`src/rtl/tkss_pkg.sv`:
```
`timescale 1ns / 1ps
// Shared types and constants of the top-k score selector.
// Used by the channel interfaces, the candidate cell and the top level.
package tkss_pkg;

  localparam int KMaxDefault = 64;
  localparam int ScoreW      = 32;
  localparam int LabelW      = 32;
  localparam int KW          = 7;
  localparam int CfgIdxW     = 2;
  localparam int CfgDataW    = 32;

  localparam logic [CfgIdxW-1:0] CfgQueryKind = 2'd0;
  localparam logic [CfgIdxW-1:0] CfgK         = 2'd1;
  localparam logic [CfgIdxW-1:0] CfgRadius    = 2'd2;

  localparam logic QueryTopK  = 1'b0;
  localparam logic StatusOk   = 1'b0;
  localparam logic StatusTout = 1'b1;

  typedef logic signed [ScoreW-1:0] score_t;
  typedef logic [LabelW-1:0]        label_t;

  typedef enum logic [1:0] {
    CELL_HOLD,
    CELL_INSERT,
    CELL_SHIFT
  } cell_op_e;

  // Broadcast to every cell of the chain in each cycle.
  typedef struct packed {
    cell_op_e op;
    score_t   score;
    label_t   label;
  } cell_ctrl_t;

endpackage

```
`src/rtl/tkss_cell.sv`:
```
`timescale 1ns / 1ps
// One slot of the sorted candidate chain: holds a score and label, inserts,
// shifts toward the worse end on insertion and toward the head on drain.
// Depends on tkss_pkg.
module tkss_cell (
  input  logic                 clk_i,
  input  tkss_pkg::cell_ctrl_t ctrl_i,
  input  logic                 valid_i,
  input  logic                 prev_ins_i,
  input  tkss_pkg::score_t     prev_score_i,
  input  tkss_pkg::label_t     prev_label_i,
  input  tkss_pkg::score_t     next_score_i,
  input  tkss_pkg::label_t     next_label_i,
  output logic                 gt_o,
  output logic                 ins_o,
  output tkss_pkg::score_t     score_o,
  output tkss_pkg::label_t     label_o
);

  tkss_pkg::score_t score_q, score_d;
  tkss_pkg::label_t label_q, label_d;

  // Strict compare keeps the earlier arrival ahead on ties.
  assign gt_o    = valid_i && (score_q > ctrl_i.score);
  assign ins_o   = !valid_i || gt_o;
  assign score_o = score_q;
  assign label_o = label_q;

  always_comb begin
    score_d = score_q;
    label_d = label_q;
    case (ctrl_i.op)
      tkss_pkg::CELL_INSERT: begin
        if (ins_o) begin
          if (prev_ins_i) begin
            score_d = prev_score_i;
            label_d = prev_label_i;
          end else begin
            score_d = ctrl_i.score;
            label_d = ctrl_i.label;
          end
        end
      end
      tkss_pkg::CELL_SHIFT: begin
        score_d = next_score_i;
        label_d = next_label_i;
      end
      default: begin
      end
    endcase
  end

  always_ff @(posedge clk_i) begin
    score_q <= score_d;
    label_q <= label_d;
  end

endmodule
```
`config.mk`:
```
export PLATFORM = sky130hd
export DESIGN_NAME = tkss_cell
export DESIGN_NICKNAME = d
export VERILOG_FILES = /design/src/rtl/tkss_pkg.sv /design/src/rtl/tkss_cell.sv
export SDC_FILE = /design/constraint.sdc
export NUM_CORES = 1
export LEC_CHECK = 0
export BUFFER_PORTS_ARGS = -buffer_cell sky130_fd_sc_hd__buf_2
export CORE_MARGIN = 2
export CORE_UTILIZATION = 43
export DETAILED_ROUTE_END_ITERATION = 8
export PLACE_DENSITY = 0.81
export SYNTH_ARGS = -nofsm -noshare
export SYNTH_HDL_FRONTEND = slang
export SYNTH_SLANG_ARGS = --single-unit
export TNS_END_PERCENT = 5
```
`constraint.sdc`:
```
create_clock -name clk_i -period 4.05 [get_ports clk_i]
set_input_delay 0.6075 -clock clk_i [delete_from_list [all_inputs] [get_ports clk_i]]
set_output_delay 0.6075 -clock clk_i [all_outputs]
set_load 0.005 [all_outputs]
```
==> key figures <==
Routing
  • DRT iter0 DRCs: 99
  • WL per Instance: 14.65 µm
  • Vias: between 3,000 and 4,000
  • DR vias/cell: between 4 and 5
  • Post-route ant nets: 0
  • TritonRoute pass-1 iters: 6
  • Routed WL: 11,640 µm
  • DRC viols: 0

Pwr
  • Design Power: 1.854 mW
  • Pwr dens: ~320 mW/mm²
  • Leakage: about 2.9 nW
  • Peak supply drop: around 0.24 mV

Clocking
  • Clock Pin Slew Worst Setup and Hold Paths: about 70 ps
  • Max Root-Sink Buffers: 2
  • H-tree levels: 3
  • CTS tree: built
  • Hold buffers post-CTS: 0
  • Clk root buf: clkbuf_8
  • # resized after CTS: 0
  • Num Clock Sinks: 64
  • CTS Buf Count: 9
  • Post-CTS Setup Bufs: 0
  • Clock latency on the worst-skew pair: 330 ps

Setup path
  • Worst Setup Start Kind: flop
  • Crit path max fanout: 8
  • Crit path kind: flop to output port
  • Arr. time, crit path: around 2500 ps
  • CP Data Required Time: between 3000 and 4000 ps
  • Critical Path End Type: output port

Synthesis
  • Synthesized net count: between 600 and 700
  • Post-synthesis cell count: 404
  • Netlist cell types: 33
  • Synthesized cell area: 0.004120 mm²
  • Yosys warns: 0
  • Largest family of logic cells by synthesized area: multiplexers
  • Post-synth top area share: 0.4664
  • Top cells by area, synth: edfxtp_1 47%, mux2i_1 16%, ha_1 9.7%, o21ai_0 8.1%, nand2_1 6.7%
  • Simple-gate area share of the yosys netlist: 0.1045
  • Yosys top cell by area: edfxtp_1
  • Avg Inst Size Synth: roughly 10 µm²
  • Compound-cell area share of the yosys netlist: 0.1248
  • Post-synthesis adder-cell area fraction: 0.09718
  • Seq/Total Area, Yosys: 0.4664
  • Synth Area in XOR/XNOR: 0
  • Yosys reg bits: 64
  • Multiplexer area fraction after synthesis: 0.1555

GRT
  • Vias in the first global route: just under 4,000
  • Largest net degree at the start of global routing: 65
  • Initial antenna violation count: 0
  • Total GRT Usage: 0.2159
  • Grt ovf: 0
  • Global-route wire length before repair: ~17,000 µm

Placed design
  • Detailed placement HPWL: 9396 µm
  • Placed cell area: between 0.005 and 0.006 mm²
  • GPL Wtd Cong: 0.8991
  • Dpl ws: 938.6 ps
  • Placed Cells: about 780
  • # port buffers: roughly 260

Timing
  • Final hold vios: 0
  • Slew @ Worst Pin: between 1000 and 1500 ps
  • Period utilization: 0.7651
  • Final Skew: roughly 12 ps
  • Pins Over Slew Limit: 0
  • Unrepaired setup endpoints after global routing: no
  • FMAX: roughly 0.32 GHz
  • Minimum clock period: 3099 ps
  • Max_slew headroom: 0.2903
  • Final setup viols: 0
  • Final hold slack: between 500 and 600 ps
  • TNS Setup: 0 ps
  • Fin worst setup slack: roughly 950 ps

Floorplan
  • Rows: 35
  • I/O pin count: ~260
  • Initial core utilization: 0.4438
  • Die H: about 100 µm
  • Core area: slightly above 0.009 mm²
  • Die Footprint: between 0.01 and 0.015 mm²
  • Die Wd: approximately 100 µm

Final layout
  • Final design utilization: 0.6181
  • Syn-to-layout area delta: 39.27%
  • Ant diodes: 0
  • Layout Cells excl Fill: ~800
  • Nets: a little under 900
  • Share of cells above drive strength 1: 0.4301
  • Final Cell Area: approximately 0.0057 mm²
  • Sequential Area: 0.001922 mm²
  • Multi-input combinational cell area: roughly 0.0020 mm²
  • Fillers: 806

Worst hold path
  • Worst hold path class: input port to flop

Run status
  • Outcome: complete, no violations

Run
  • Total of max-cap violations: 0
-- flip-flops by register name, indices dropped and copies added (netlist names) --
register / count
score_o: 32
label_o: 32
-- per-layer routing --
metal	GRT usage	share of wire	vias to the layer above
met1	0.2316	0.38	1739
met2	0.4089	0.53	180
met5	0	0	-
li1	-	-	1981
met3	0.04583	0.071	28
met4	0.08923	0.025	0
-- kinds of logic (layout without fill, tap and decap cells) --
family                   Yosys count  count (layout)
multiplexers                      64              64
AND/OR/NAND/NOR                   97              97
adder cells (fa/ha/maj)           32              32
AO/OA/AOI/OAI                     93              93
flip-flops                        64              64
buffers and inverters             54             315
-- power by group --
| part | internal, mW | switching, mW |
|---|---|---|
| clock | 0.279 | 0.235 |
| combinational | 0.226 | 0.248 |
| sequential | 0.835 | 0.0308 |
| total | 1.34 | 0.514 |
-- cell type report --
cell class | count | area share
Sequential cell | 64 | 0.3349
Tap cell | 129 | 0.02813
Clock inverter | 5 | 0.008286
Multi-Input combinational cell | 286 | 0.3478
Timing Repair Buffer | 266 | 0.2364
Inverter | 33 | 0.02159
Clock buffer | 11 | 0.02290
-- critical path, stage by stage, from the launching register on --
cell and delay (ps):
edfxtp_1 410, ha_1 450, nand4_2 190, nor4_2 370
nand2_1 130, and2_2 220, nand2_1 70, o2111ai_1 160
buf_2 170
-- layout by cell type (no fill, tap or decap), types with 2 or more instances in the layout --
cell / synthesis / final
nand4_1: 7 / 7
nand2_1: 74 / 73
o211ai_1: 2 / 2
ha_1: 32 / 32
nand3_1: 3 / 3
buf_4: 0 / 4
clkbuf_8: 0 / 9
clkbuf_1: 12 / 2
inv_1: 33 / 33
clkinv_1: 0 / 2
mux2i_1: 64 / 64
nor2_1: 3 / 3
clkinv_2: 0 / 2
a21oi_1: 13 / 13
o2111ai_1: 2 / 2
buf_2: 8 / 261
o21ai_0: 67 / 67
edfxtp_1: 64 / 64
-- final timing paths --
| check | slack, ps | to | depth (start not counted) | startpoint |
|---|---|---|---|---|
| worst max-delay path | 950 | ins_o | 8 | score_o[31] |
| worst min-delay path | 550 | score_o[6] | 3 | next_score_i[6] |
| worst max register to register | 1330 | label_o[2] | 8 | score_o[31] |
| worst min register to register | 1530 | score_o[6] | 5 | score_o[31] |
-- cells in the mapped netlist (all sizes together) --
library cell / count
a2111oi: 1
a211oi: 2
a21o: 1
a21oi: 13
a221o: 1
a22oi: 1
a2bb2oi: 1
and2: 1
and4b: 1
buf: 9
clkbuf: 12
edfxtp: 64
ha: 32
inv: 33
mux2i: 64
nand2: 74
nand3: 3
nand4: 8
nor2: 3
nor2b: 2
nor3: 1
nor3b: 1
nor4: 2
o2111ai: 2
o211ai: 2
o21ai: 67
o31a: 1
o41ai: 1
or3b: 1
Note: power is estimated with default switching activity, not from simulation.
